## config.mk

```make
export PLATFORM = sky130hd
export DESIGN_NAME = octal_tree_route_decider
export DESIGN_NICKNAME = d
export VERILOG_FILES = /design/src/sv/otrd_pkg.sv /design/src/sv/octal_tree_route_decider.sv /design/src/sv/otrd_hop_encode.sv
export SDC_FILE = /design/constraint.sdc
export NUM_CORES = 1
export LEC_CHECK = 0
export BUFFER_PORTS_ARGS = -buffer_cell sky130_fd_sc_hd__buf_2
export CORE_ASPECT_RATIO = 1.2
export CORE_MARGIN = 2
export CORE_UTILIZATION = 48
export DETAILED_ROUTE_END_ITERATION = 8
export GPL_ROUTABILITY_DRIVEN = 0
export PLACE_DENSITY = 0.73
export SYNTH_ARGS = -nofsm -noshare
export SYNTH_HDL_FRONTEND = slang
export SYNTH_SLANG_ARGS = --single-unit
```

## constraint.sdc

```tcl
create_clock -name clk -period 4.4 [get_ports clk]
set_input_delay 0.22 -clock clk [delete_from_list [all_inputs] [get_ports clk]]
set_output_delay 0.22 -clock clk [all_outputs]
set_load 0.03 [all_outputs]
```

## src/sv/otrd_pkg.sv

```systemverilog
// otrd_pkg: shared types, constants and address helpers for the octal tree
// route decider. No dependencies; imported by every module of the block.
`timescale 1ns / 1ps
package otrd_pkg;

  localparam int ADDR_BYTES = 5;
  localparam int DIGIT_W    = 3;
  localparam int NODE_W     = DIGIT_W * ADDR_BYTES;
  localparam int BYTE_W     = 8;
  localparam int APB_AW     = 3;
  localparam int APB_DW     = 32;

  localparam logic [BYTE_W-1:0]  FILL_BYTE  = 8'hCC;
  localparam logic [DIGIT_W-1:0] DIGIT_NONE = 3'd7;

  // Register map (word index)
  localparam logic REG_OWN_ADDRESS = 1'b0;

  typedef enum logic [1:0] {
    MSG_DATA  = 2'd0,
    MSG_ACK   = 2'd1,
    MSG_OTHER = 2'd2,
    MSG_THREE = 2'd3
  } pkt_type_t;

  typedef enum logic [2:0] {
    ACT_TRANSMIT  = 3'd0,
    ACT_DELIVER   = 3'd1,
    ACT_ACK_NOTED = 3'd2,
    ACT_FORWARD   = 3'd3,
    ACT_IGNORE    = 3'd4
  } action_t;

  localparam logic FUNC_SEND = 1'b0;

  typedef struct packed {
    logic [ADDR_BYTES-1:0][BYTE_W-1:0] bytes;
    logic                              bad;
  } hop_addr_t;

  function automatic logic [BYTE_W-1:0] pool_byte(input logic [DIGIT_W-1:0] d);
    logic [BYTE_W-1:0] b;
    case (d)
      3'd0:    b = 8'hc3;
      3'd1:    b = 8'h3c;
      3'd2:    b = 8'h33;
      3'd3:    b = 8'hce;
      3'd4:    b = 8'h3e;
      3'd5:    b = 8'he3;
      3'd6:    b = 8'hec;
      default: b = FILL_BYTE;
    endcase
    return b;
  endfunction

  // Covers every digit up to and including the highest non-zero one.
  function automatic logic [NODE_W-1:0] digit_mask(input logic [NODE_W-1:0] addr);
    logic [NODE_W-1:0] m;
    logic              any;
    m   = '0;
    any = 1'b0;
    for (int k = ADDR_BYTES - 1; k >= 0; k--) begin
      any = any | (addr[DIGIT_W*k +: DIGIT_W] != '0);
      m[DIGIT_W*k +: DIGIT_W] = {DIGIT_W{any}};
    end
    return m;
  endfunction

  // Child on the path when dest descends from own, else the parent.
  function automatic logic [NODE_W-1:0] route_toward(input logic [NODE_W-1:0] own,
                                                     input logic [NODE_W-1:0] dest);
    logic [NODE_W-1:0] nm;
    logic [NODE_W-1:0] r;
    nm = digit_mask(own);
    if ((dest & nm) == own) begin
      r = dest & {nm[NODE_W-DIGIT_W-1:0], {DIGIT_W{1'b1}}};
    end else begin
      r = (nm >> DIGIT_W) & own;
    end
    return r;
  endfunction

endpackage

```

## src/sv/octal_tree_route_decider.sv

```systemverilog
// octal_tree_route_decider: top level; APB register, input register, route
// decision and result register. Depends on otrd_pkg and otrd_hop_encode.
`timescale 1ns / 1ps
// One header transaction is taken at every clock edge with start high and
// busy low; busy stays low, so a header can be issued every cycle. Its result
// is loaded into the result register at the edge after acceptance (input
// register, then result register) and is marked on the result ports by done
// for exactly one cycle. There is no backpressure: the receiver must take
// each result in the cycle it is shown. The decision is a pure function of
// the header and own_address, so throughput is one transaction per cycle.
// own_address sits at APB byte address 0 (reset 0) and should only be
// written while no header is in flight.
module octal_tree_route_decider
  import otrd_pkg::*;
(
  input  logic              clk,
  input  logic              rst,
  // APB configuration port
  input  logic              psel,
  input  logic              penable,
  input  logic              pwrite,
  input  logic [APB_AW-1:0] paddr,
  input  logic [APB_DW-1:0] pwdata,
  output logic [APB_DW-1:0] prdata,
  output logic              pready,
  // header command
  input  logic              start,
  output logic              busy,
  input  logic              func,
  input  logic [NODE_W-1:0] dest_addr,
  input  logic [NODE_W-1:0] src_node,
  input  logic [1:0]        pkt_type,
  // result
  output logic              done,
  output logic [2:0]        action,
  output logic [NODE_W-1:0] hop_node,
  output logic [BYTE_W-1:0] hop_byte0,
  output logic [BYTE_W-1:0] hop_byte1,
  output logic [BYTE_W-1:0] hop_byte2,
  output logic [BYTE_W-1:0] hop_byte3,
  output logic [BYTE_W-1:0] hop_byte4,
  output logic [NODE_W-1:0] out_to_node,
  output logic [NODE_W-1:0] out_from_node,
  output logic [1:0]        out_type,
  output logic              bad_address
);

  // ---------------- configuration ----------------
  logic [NODE_W-1:0] own_address;
  logic              reg_sel;

  assign pready  = 1'b1;
  assign reg_sel = (paddr[2] == REG_OWN_ADDRESS);

  always_ff @(posedge clk) begin
    if (rst) begin
      own_address <= '0;
    end else if (psel && penable && pwrite && pready && reg_sel) begin
      own_address <= pwdata[NODE_W-1:0];
    end
  end

  assign prdata = reg_sel ? {{(APB_DW-NODE_W){1'b0}}, own_address} : '0;

  // ---------------- input register ----------------
  // Never stalls: results cannot be held off, so nothing backs up.
  assign busy = 1'b0;

  logic              s1_valid;
  logic              s1_func;
  logic [NODE_W-1:0] s1_dest;
  logic [NODE_W-1:0] s1_src;
  logic [1:0]        s1_type;

  always_ff @(posedge clk) begin
    if (rst) begin
      s1_valid <= 1'b0;
    end else begin
      s1_valid <= start && !busy;
    end
  end

  always_ff @(posedge clk) begin
    if (start && !busy) begin
      s1_func <= func;
      s1_dest <= dest_addr;
      s1_src  <= src_node;
      s1_type <= pkt_type;
    end
  end

  // ---------------- route decision ----------------
  action_t           action_next;
  logic [NODE_W-1:0] hop_next;
  logic [NODE_W-1:0] to_next;
  logic [NODE_W-1:0] from_next;
  logic [1:0]        type_next;
  logic [NODE_W-1:0] target;
  hop_addr_t         hop_addr;

  always_comb begin
    action_next = ACT_IGNORE;
    target      = s1_dest;
    to_next     = '0;
    from_next   = '0;
    type_next   = '0;
    hop_next    = '0;
    if (s1_func == FUNC_SEND) begin
      action_next = ACT_TRANSMIT;
      to_next     = s1_dest;
      from_next   = own_address;
      type_next   = s1_type;
    end else if (s1_dest == own_address) begin
      // addressed to us: only data gets a reply (ack back to the source)
      case (s1_type)
        MSG_DATA: begin
          action_next = ACT_DELIVER;
          target      = s1_src;
          to_next     = s1_src;
          from_next   = own_address;
          type_next   = MSG_ACK;
        end
        MSG_ACK:  action_next = ACT_ACK_NOTED;
        default:  action_next = ACT_IGNORE;
      endcase
    end else begin
      // pass-through: header copied unchanged
      action_next = ACT_FORWARD;
      to_next     = s1_dest;
      from_next   = s1_src;
      type_next   = s1_type;
    end
    // non-sending outcomes report hop node 0
    if (action_next != ACT_ACK_NOTED && action_next != ACT_IGNORE) begin
      hop_next = route_toward(own_address, target);
    end
  end

  otrd_hop_encode u_hop_encode (
    .hop_node (hop_next),
    .hop_addr (hop_addr)
  );

  // ---------------- result register ----------------
  always_ff @(posedge clk) begin
    if (rst) begin
      done <= 1'b0;
    end else begin
      done <= s1_valid;
    end
  end

  always_ff @(posedge clk) begin
    if (s1_valid) begin
      action        <= action_next;
      hop_node      <= hop_next;
      hop_byte0     <= hop_addr.bytes[0];
      hop_byte1     <= hop_addr.bytes[1];
      hop_byte2     <= hop_addr.bytes[2];
      hop_byte3     <= hop_addr.bytes[3];
      hop_byte4     <= hop_addr.bytes[4];
      out_to_node   <= to_next;
      out_from_node <= from_next;
      out_type      <= type_next;
      bad_address   <= hop_addr.bad;
    end
  end

  // ---------------- assertions ----------------
  a_accept_to_stage: assert property (@(posedge clk) disable iff (rst)
    (start && !busy && !rst) |=> s1_valid)
    else $error("accepted header did not reach the input register");

  a_done_from_stage: assert property (@(posedge clk) disable iff (rst)
    done |-> $past(s1_valid))
    else $error("result strobe without a staged header");

  a_quiet_no_hop: assert property (@(posedge clk) disable iff (rst)
    (done && (action == ACT_ACK_NOTED || action == ACT_IGNORE)) |->
      (hop_node == '0 && !bad_address && hop_byte0 == FILL_BYTE &&
       hop_byte4 == FILL_BYTE && out_to_node == '0))
    else $error("non-sending result carries a hop");

  a_deliver_acks: assert property (@(posedge clk) disable iff (rst)
    (done && action == ACT_DELIVER) |-> (out_type == MSG_ACK && out_from_node == own_address))
    else $error("delivery reply header malformed");

endmodule

```

## src/sv/otrd_hop_encode.sv

```systemverilog
// otrd_hop_encode: maps a hop node address to its five radio address bytes
// and flags a digit without a pool entry. Depends on otrd_pkg.
`timescale 1ns / 1ps
module otrd_hop_encode
  import otrd_pkg::*;
(
  input  logic [NODE_W-1:0] hop_node,
  output hop_addr_t         hop_addr
);

  always_comb begin
    logic [NODE_W-1:0]  rem;
    logic [DIGIT_W-1:0] d;
    hop_addr.bad = 1'b0;
    for (int i = 0; i < ADDR_BYTES; i++) begin
      rem = hop_node >> (DIGIT_W * i);
      d   = rem[DIGIT_W-1:0];
      if (rem == '0) begin
        hop_addr.bytes[i] = FILL_BYTE;
      end else begin
        hop_addr.bytes[i] = pool_byte(d);
        if (d == DIGIT_NONE) begin
          hop_addr.bad = 1'b1;
        end
      end
    end
  end

endmodule
```

==> results.cfg, run 1 <==
[synth]
synth_ff_type = edfxtp_1
ys_seq_elements = 131
yosysWarnings = 0
synth_simple_gate_area_share_pct = 16.8
synth_xor_area_share_pct = 2.47
netlist_area_sq_um = 7090
ys_seq_area_share_pct = 53.1
synthCells = 691
synthTopCellsByCount = edfxtp_1, nand2_1, nor2_1, a21oi_1, buf_4
synth_compound_area_share_pct = 16.6
synth_area_leaders = edfxtp_1, dfxtp_1, nand2_1, a21oi_1, buf_4
synthAdderAreaFrac_pct = 0.530
synth_edf_count = 114
muxShareOfSynthArea_pct = 3.57
async_flop_share_pct = 0
synth.distinct_cells = 70
yosys.cell_count.top_type = edfxtp_1
synth_top_area_share_pct = 48.3
synth_top_family_by_area = simple AND/OR/NAND/NOR gates
synth.avg_cell_area_sq_um = 10.3
yosysTopAreaCell = edfxtp_1

[sta]
fin_skew_ps = 9.08
timing.final.crit_share_pct = 95.9
hold_viol_final = 0
worst_pin_slew_ps = 1100
slew_viol_final = 0
fmax_ghz = 0.237
slew-limit-headroom_pct = 26.1
fin_crit_ps = 4220
setup_tns_ps = 0
setup_viol = 0
rsz0062_at_grt = false

[power_and_ir_drop]
combPwrFrac_pct = 20.5
clock_power_share_pct = 40.5
p_total_mw = 3.88
p_seq_share_pct = 39.0
p_leak_nw = 3.74
p_int_mw = 2.80
powerDensity_nw_per_um2 = 419
irDropWorstVdd_mv = 0.229
netSwitchingPower_mw = 1.08
p_sw_share_pct = 27.7

[clock_tree]
cts_sinks = 131
path_clk_slew_ps = 60
root_buffer = clkbuf_16
cts_buffers = 17
h-tree-depth = 4
cts_tree = built
cts_post_setup_buffers_inserted = 0
clock_latency_ps = 420
clockBufferDepth = 2

[floorplan]
rows = 48
ios = 200
die_h_um = 137
initial_core_util_pct = 49.2
die_w_um = 115
dieArea_sq_um = 15800
core_region_area_sq_um = 14400

[routing]
drt_wl_total_mm = 20.0
num_vias = 6242
firstDrtPassIters = 5
drc = 0
dr.first_iter.drc_count = 588
wl_per_cell_um = 18.2
ant_nets = 0
viasPerCell = 5.68

[grt]
grt_first_pass_wirelength_mm = 30.5
grt-ovfl-total = 0
grt_max_degree = 83
grt_use_total_pct = 25.5
antenna_found_initial = 0
grt_pass1_vias = 5998

[layout]
design_area_sq_um = 9260
antenna_cells = 0
final_cell_count_no_fill = 1099
syn_to_final_growth_pct = 30.7
layout-drive-gt1-share_pct = 30.8
final_nets = 988

[flow_run]
maxCapViolations = 0

[worst_setup_path]
rr_startpoint = s1_dest[12]$_DFFE_PP_
crit_fanout = 8
cp-start-kind = register
end_kind = register
cp-startpoint = s1_dest[12]$_DFFE_PP_
cp.required_ps = 4570
crit_type = reg2reg
cp.arrival_ps = 4390

[placement]
hpwl_mm = 14.2
place_area_sq_um = 8260
place_inst = 1034
io_buffer_count = 161

[worst_hold_path]
hp-start = pwdata[2]
min_path_type = in2reg

[outcome]
status = finished, final reports clean
[metal layers]
layer / vias to the layer above / wire length [um] / part of all wire, % / GRT usage (%)
met3: 71 / 1610 / 8.1 / 6.07
li1: 2940 / - / - / -
met4: 0 / 857 / 4.3 / 12.9
met2: 380 / 9540 / 48 / 41.6
met5: - / 0 / 0 / 0
met1: 2851 / 7980 / 40 / 31.6
[power groups by stage]
stage                     combinational (mW)  clock, mW  sequential [mW]
after floorplan                        0.426          0             1.63
after global routing                   0.851       1.64             1.52
after CTS                              0.783       1.59             1.51
final                                  0.796       1.57             1.51
after detailed placement               0.757          0             1.53
after global placement                 0.750          0             1.53
[cell families after synthesis]
family	count (synthesis)
buf+inv	94
fa+ha+maj	3
compound gates	168
simple gates	250
other cells	2
xor+xnor	20
mux	23
flops	131
[per-stage QoR]
stage,util [%],setup WS [ps],hold slack (ps)
floorplan,-,83.3,319
global placement,57.3,73.4,398
detailed placement,57.3,-14.7,398
CTS,64.2,24.5,25.2
global route,64.3,5.44,59.4
finish,64.3,182,44.8
[sequential cells by signal, indices dropped and copies added (netlist names), 6 cells and up]
name	count
hop_byte0	6
hop_byte1	6
hop_byte2	6
hop_byte3	6
hop_byte4	6
hop_node	15
out_from_node	15
out_to_node	15
own_address	15
s1_dest	15
s1_src	15
[worst max-delay path: stages, from the launching register on]
cell and delay (ps):
edfxtp_1 410, xnor2_1 290, nand4_1 170, or4_4 560
nor2_8 200, buf_4 190, mux2i_1 220, o21ai_0 200
a2111o_1 520, nor3_2 260, or2_1 190, nand2_1 70
ha_1 190, a311o_1 290, o21a_1 200
[final cells by class]
| class | count | area [sq um] |
|---|---|---|
| clock buffers | 17 | 425 |
| multi-input cells | 483 | 2930 |
| well taps | 175 | 219 |
| repair buffers | 256 | 1600 |
| fillers | 1190 | 5150 |
| inverters | 22 | 82.6 |
| clock inverters | 15 | 238 |
| flip-flops and latches | 131 | 3770 |
[timing repair]
action	CTS	global route
setup endpoints to repair	0	5
endpoints found under the hold margin	33	0
hold buffers	33	0
resized for setup	0	3
[cells in the final DEF (no fill, tap or decap), types with 4 or more instances in the layout]
master and instances:
buf_4 62, a22o_1 19, or3_1 4, or2_2 5, mux2i_1 14, xnor2_1 18
and3_1 6, dlygate4sd3_1 33, dfxtp_1 16, nand2_1 79, and2_1 8, mux2_2 8
a31o_2 7, nor2b_1 9, o31ai_1 9, a31oi_1 6, nor3_2 4, nand2b_1 8
nor3_1 25, bufinv_16 6, inv_1 21, clkbuf_16 17, a21oi_1 46, clkinv_1 4
o22ai_1 7, edfxtp_1 114, o21ai_0 22, o211ai_1 5, nor3b_1 4, nand3_1 23
conb_1 19, a211oi_1 11, buf_2 161, nand4_1 7, nor2_1 58
[worst paths after layout]
kind,slack [ps],endpoint,depth (start not counted)
max,180,hop_byte0[1]$_SDFFCE_PN0P_,14
min,40,own_address[2]$_SDFFE_PP0P_,3
max reg2reg,180,hop_byte0[1]$_SDFFCE_PN0P_,14
min reg2reg,620,out_type[0]$_DFFE_PP_,2
Note: power is estimated with default switching activity, not from simulation.
==> run 2: changes to the inputs <==
CORE_ASPECT_RATIO = 0.9   (was 1.2)
==> run 2 against run 1 <==
  * Cell count grew 1.6%
  * Sequential share of layout area increased by 0.43 points
  * Critical path type unchanged
  * First-iteration DRC count rose by 34%
  * Fmax rose by 0.95%
  * Hold slack worse by 3.5 ps
  * Non-clock buffer count shrank 4
  * Sequential power hardly changed
  * Global-route usage increased by 1.5 points
==> results.cfg, run 2 (synthesis gave the netlist of run 1 again) <==
[power_and_ir_drop]
powerDensity_nw_per_um2 = 392
p_total_mw = 3.59
p_leak_nw = 3.68
irDropWorstVdd_mv = 0.278

[sta]
slew_viol_final = 0
setup_tns_ps = 0
slew-limit-headroom_pct = 23.6
hold_viol_final = 0
setup_viol = 0
fin_skew_ps = 9.97
fmax_ghz = 0.239
rsz0062_at_grt = false
worst_pin_slew_ps = 1140
fin_crit_ps = 4180
setup_ws_ps = 222
timing.final.crit_share_pct = 95.0

[outcome]
status = finished, final reports clean

[clock_tree]
h-tree-depth = 4
cts_sinks = 131
cts_buffers = 17
path_clk_slew_ps = 60
clock_latency_ps = 420
cts_tree = built
root_buffer = clkbuf_16
clockBufferDepth = 2

[layout]
regArea_sq_um = 3770
antenna_cells = 0
final_common_cell = buf_2
fillers = 1213
layout-drive-gt1-share_pct = 31.0
mostFrequentLayoutCells = buf_2, edfxtp_1, nand2_1, nor2_1, buf_4
final_nets = 984
multi_input_area_sq_um = 2940
syn_to_final_growth_pct = 29.3

[worst_hold_path]
holdPathEnd = own_address[7]$_SDFFE_PP0P_
min_path_type = in2reg
hp-start = pwdata[7]
hold_depth = 3

[routing]
wl_per_cell_um = 18.7
drc = 0
ant_nets = 0
firstDrtPassIters = 8
drt_wl_total_mm = 20.9
dr.first_iter.drc_count = 790
num_vias = 6364
viasPerCell = 5.70

[placement]
io_buffer_count = 161
hpwl_mm = 15.1
post-place-ws_ps = 89.0

[floorplan]
die_h_um = 119
dieArea_sq_um = 15800
core_region_area_sq_um = 14600
die_w_um = 132
rows = 42
ios = 200
initial_core_util_pct = 48.7

[grt]
grt_first_pass_wirelength_mm = 32.3
grt-busiest-layer = met2
grt.met1_usage_pct = 36.4
grt-ovfl-total = 0
antenna_found_initial = 0
grt_use_total_pct = 27.0
use_met2_pct = 41.4
grt_pass1_vias = 5995
grt_max_degree = 52
grt_use_met3_pct = 5.83

[worst_setup_path]
reg2reg_to = hop_byte0[1]$_SDFFCE_PN0P_
cp.arrival_ps = 4350
end_kind = register
crit_fanout = 9
reg2reg_depth = 13
critPathMaxStageDelay_ps = 620
crit_type = reg2reg
cp_cell_sequence = xnor2_1 -> nand4_1 -> or4_4 -> nor2_8 -> mux2i_2 -> mux2_2 -> a2111o_1 -> nor3_2 -> or2_1 -> nand2_1 -> ha_1 -> a311o_1 -> o21a_1
rr_startpoint = s1_dest[7]$_DFFE_PP_
cp-start-kind = register
cp.required_ps = 4570
cp_slowest_cell = or4_4
rrSetupSlack_ps = 220

[flow_run]
maxCapViolations = 0
-- run 2: cell types whose count changed in the layout (fill, tap and decap cells not counted), sizes merged --
cell      change
inv           +2
buf           -4
bufinv        -5
clkinvlp      +2
-- run 2: per-layer routing --
layer / part of all wire (%) / wire, um
met1: 41 / 8530
met2: 44 / 9270
met3: 11 / 2280
met4: 4.0 / 837
met5: 0 / 0
-- run 2: metrics by stage --
step,instances,hold slack [ps],utilization (%),area [sq um]
2_1_floorplan,708,319,-,7150
3_3_place_gp,1051,398,56.7,8250
3_5_place_dp,1051,398,56.7,8250
4_1_cts,1115,19.2,62.7,9120
5_1_grt,1117,34.7,63.0,9170
6_report,1117,41.3,63.0,9170
-- run 2: power by group --
group	leakage, nW	total, mW	switching [mW]	internal [mW]
Combinational	2.20	0.807	0.514	0.294
Clock	0.259	1.28	0.509	0.767
Sequential	1.22	1.51	0.0532	1.46
-- run 2: how the worst max path moves through the flow --
stage                                      end                   startpoint  cells past startpoint
floorplan           hop_byte4[3]$_SDFFCE_PP1P_  own_address[6]$_SDFFE_PP0P_                     16
detailed placement  hop_byte0[1]$_SDFFCE_PN0P_        s1_dest[14]$_DFFE_PP_                     13
global route        hop_byte0[1]$_SDFFCE_PN0P_         s1_dest[1]$_DFFE_PP_                     13
finish              hop_byte0[1]$_SDFFCE_PN0P_         s1_dest[7]$_DFFE_PP_                     13
global placement    hop_byte0[1]$_SDFFCE_PN0P_         s1_dest[4]$_DFFE_PP_                     13
CTS                 hop_byte0[1]$_SDFFCE_PN0P_         s1_dest[4]$_DFFE_PP_                     13
-- run 2: layout make-up --
type	count	area share, %
Clock buffer	17	4.64
Clock inverter	14	1.26
Inverter	22	0.901
Multi-Input combinational cell	483	32.1
Sequential cell	131	41.1
Tap cell	198	2.70
Timing Repair Buffer	252	17.3
-- run 2: timing repair --
action	CTS	global route
endpoints found under the setup margin	0	11
resized for setup	0	7
buffers inserted	0	2
hold buffers	33	0
endpoints found under the hold margin	33	0
-- run 2: critical path, delay by kind of cell, from the launching register on --
kind,cells,cell delay (ps)
flip-flops,1,450
adder cells (fa/ha/maj),1,210
AND/OR/NAND/NOR,6,1440
multiplexers,2,670
XOR/XNOR,1,200
AO/OA/AOI/OAI,3,940
==> run 3: changes to the inputs <==
PLACE_DENSITY = 0.77   (was 0.73)
==> run 3 against run 2 <==
  * First-iteration DRC count down 2.7%
  * Clock power rose by 18%
  * Sequential power about the same
  * Critical endpoint unchanged
  * Largest cell class unchanged
  * Largest power group unchanged
==> results.cfg, run 3 (synthesis gave the netlist of run 1 again) <==
[outcome]
status = finished, final reports clean

[worst_setup_path]
path_buf_inv = 3
cp_slowest_cell = or4_4
cp.arrival_ps = 4420
critical-path-top-delay-family = simple AND/OR/NAND/NOR gates
cp-startpoint = s1_dest[7]$_DFFE_PP_
cp-start-kind = register
cpMostUsedCell = buf_4
crit_fanout = 10
cp.required_ps = 4580
rr_startpoint = s1_dest[7]$_DFFE_PP_
crit_type = reg2reg
reg2reg_depth = 16
end_kind = register
cp_cell_sequence = xnor2_1 -> nand4_1 -> or4_4 -> nor2_8 -> buf_12 -> buf_4 -> mux2_2 -> o21ai_1 -> a2111o_1 -> buf_4 -> nor2_2 -> nor3_2 -> nor2_1 -> ha_1 -> a311o_1 -> o21a_1
critPathMaxStageDelay_ps = 600
rrSetupSlack_ps = 150
reg2reg_to = hop_byte0[1]$_SDFFCE_PN0P_

[layout]
layout-drive-gt1-share_pct = 31.7
design_area_sq_um = 9320
mostFrequentLayoutCells = buf_2, edfxtp_1, nand2_1, buf_4, nor2_1
final_nets = 991
syn_to_final_growth_pct = 31.4
antenna_cells = 0
final_common_cell = buf_2

[floorplan]
die_h_um = 119
core_region_area_sq_um = 14600
dieArea_sq_um = 15800
ios = 200
die_w_um = 132
rows = 42
initial_core_util_pct = 48.7

[sta]
rsz0062_at_grt = false
timing.final.crit_share_pct = 96.5
fin_skew_ps = 8.56
setup_tns_ps = 0
slew_viol_final = 0
fin_crit_ps = 4250
slew-limit-headroom_pct = 18.4
hold_viol_final = 0
fmax_ghz = 0.236
setup_viol = 0
worst_pin_slew_ps = 1220

[clock_tree]
path_clk_slew_ps = 60
clock_latency_ps = 430
root_buffer = clkbuf_16
clockBufferDepth = 2
cts_buffers = 17
cts_sinks = 131
h-tree-depth = 4
cts_tree = built

[routing]
num_vias = 6522
drc = 0
dr.first_iter.drc_count = 769
drt_wl_total_mm = 21.5
firstDrtPassIters = 5
ant_nets = 0
viasPerCell = 5.80
wl_per_cell_um = 19.1

[placement]
place_area_sq_um = 8250
io_buffer_count = 161
hpwl_mm = 15.1

[power_and_ir_drop]
irDropWorstVdd_mv = 0.319
p_leak_nw = 3.74
powerDensity_nw_per_um2 = 411

[worst_hold_path]
hp-start = pwdata[9]
holdPathEnd = own_address[9]$_SDFFE_PP0P_
min_path_type = in2reg
hold_depth = 3

[grt]
grt_pass1_vias = 6131
grt_use_total_pct = 27.5
grt_first_pass_wirelength_mm = 33.0
antenna_found_initial = 0
grt_max_degree = 44
grt-ovfl-total = 0

[flow_run]
maxCapViolations = 0
run 3: cell types whose count changed in the layout (fill, tap and decap cells not counted), sizes merged:
cell	change
buf	+7
clkinv	-4
bufinv	+3
clkinvlp	+1
inv	+1
run 3: final cells by class:
type | count | area (sq um)
Fill cell | 1153 | 5240
Sequential cell | 131 | 3770
Multi-Input combinational cell | 483 | 2950
Timing Repair Buffer | 259 | 1640
Clock buffer | 17 | 425
Tap cell | 198 | 248
Clock inverter | 15 | 206
Inverter | 22 | 82.6
run 3: metal layers:
metal | routed length, um | track usage, % | vias up | share of wire [%]
li1 | - | - | 2943 | -
met1 | 8460 | 36.5 | 2983 | 39
met2 | 9750 | 43.3 | 499 | 45
met3 | 2350 | 5.83 | 97 | 11
met4 | 955 | 12.8 | 0 | 4.4
met5 | 0 | 0 | - | 0
run 3: through the flow:
stage | std cells | total power [mW] | hold WS, ps | setup slack, ps | utilization (%)
floorplan | 708 | 2.05 | 319 | 83.3 | -
global placement | 1052 | 2.28 | 397 | 235 | 56.7
detailed placement | 1052 | 2.29 | 398 | 56.0 | 56.7
CTS | 1117 | 3.82 | 8.75 | 48.0 | 63.3
global route | 1125 | 3.96 | 29.7 | 21.7 | 64.0
finish | 1125 | 3.83 | 33.1 | 154 | 64.0
run 3: worst reg2reg max path, stage by stage (launching register included):
cell,delay (ps)
edfxtp_1,470
xnor2_1,180
nand4_1,150
or4_4,600
nor2_8,160
buf_12,160
buf_4,130
mux2_2,350
o21ai_1,210
a2111o_1,280
buf_4,210
nor2_2,100
nor3_2,220
nor2_1,80
ha_1,210
a311o_1,300
o21a_1,200
run 3: what timing repair did:
item | 4_1_cts | 5_1_grt
hold buffers | 33 | 0
resized for setup | 0 | 9
endpoints found under the hold margin | 33 | 0
buffers inserted | 0 | 8
endpoints found under the setup margin | 0 | 15
run 3: worst max-delay path by stage:
stage	to	slack (ps)	cells past startpoint
after floorplan	hop_byte4[3]$_SDFFCE_PP1P_	80	16
after global placement	hop_byte0[1]$_SDFFCE_PN0P_	230	14
after detailed placement	hop_byte0[1]$_SDFFCE_PN0P_	60	15
after CTS	hop_byte0[1]$_SDFFCE_PN0P_	50	15
after global routing	hop_byte0[1]$_SDFFCE_PN0P_	20	14
final	hop_byte0[1]$_SDFFCE_PN0P_	150	16
run 3: where the power goes:
part | total (mW) | leakage, nW | internal [mW] | switching (mW)
clock | 1.51 | 0.293 | 0.952 | 0.555
combinational | 0.816 | 2.22 | 0.294 | 0.523
sequential | 1.51 | 1.22 | 1.46 | 0.0522
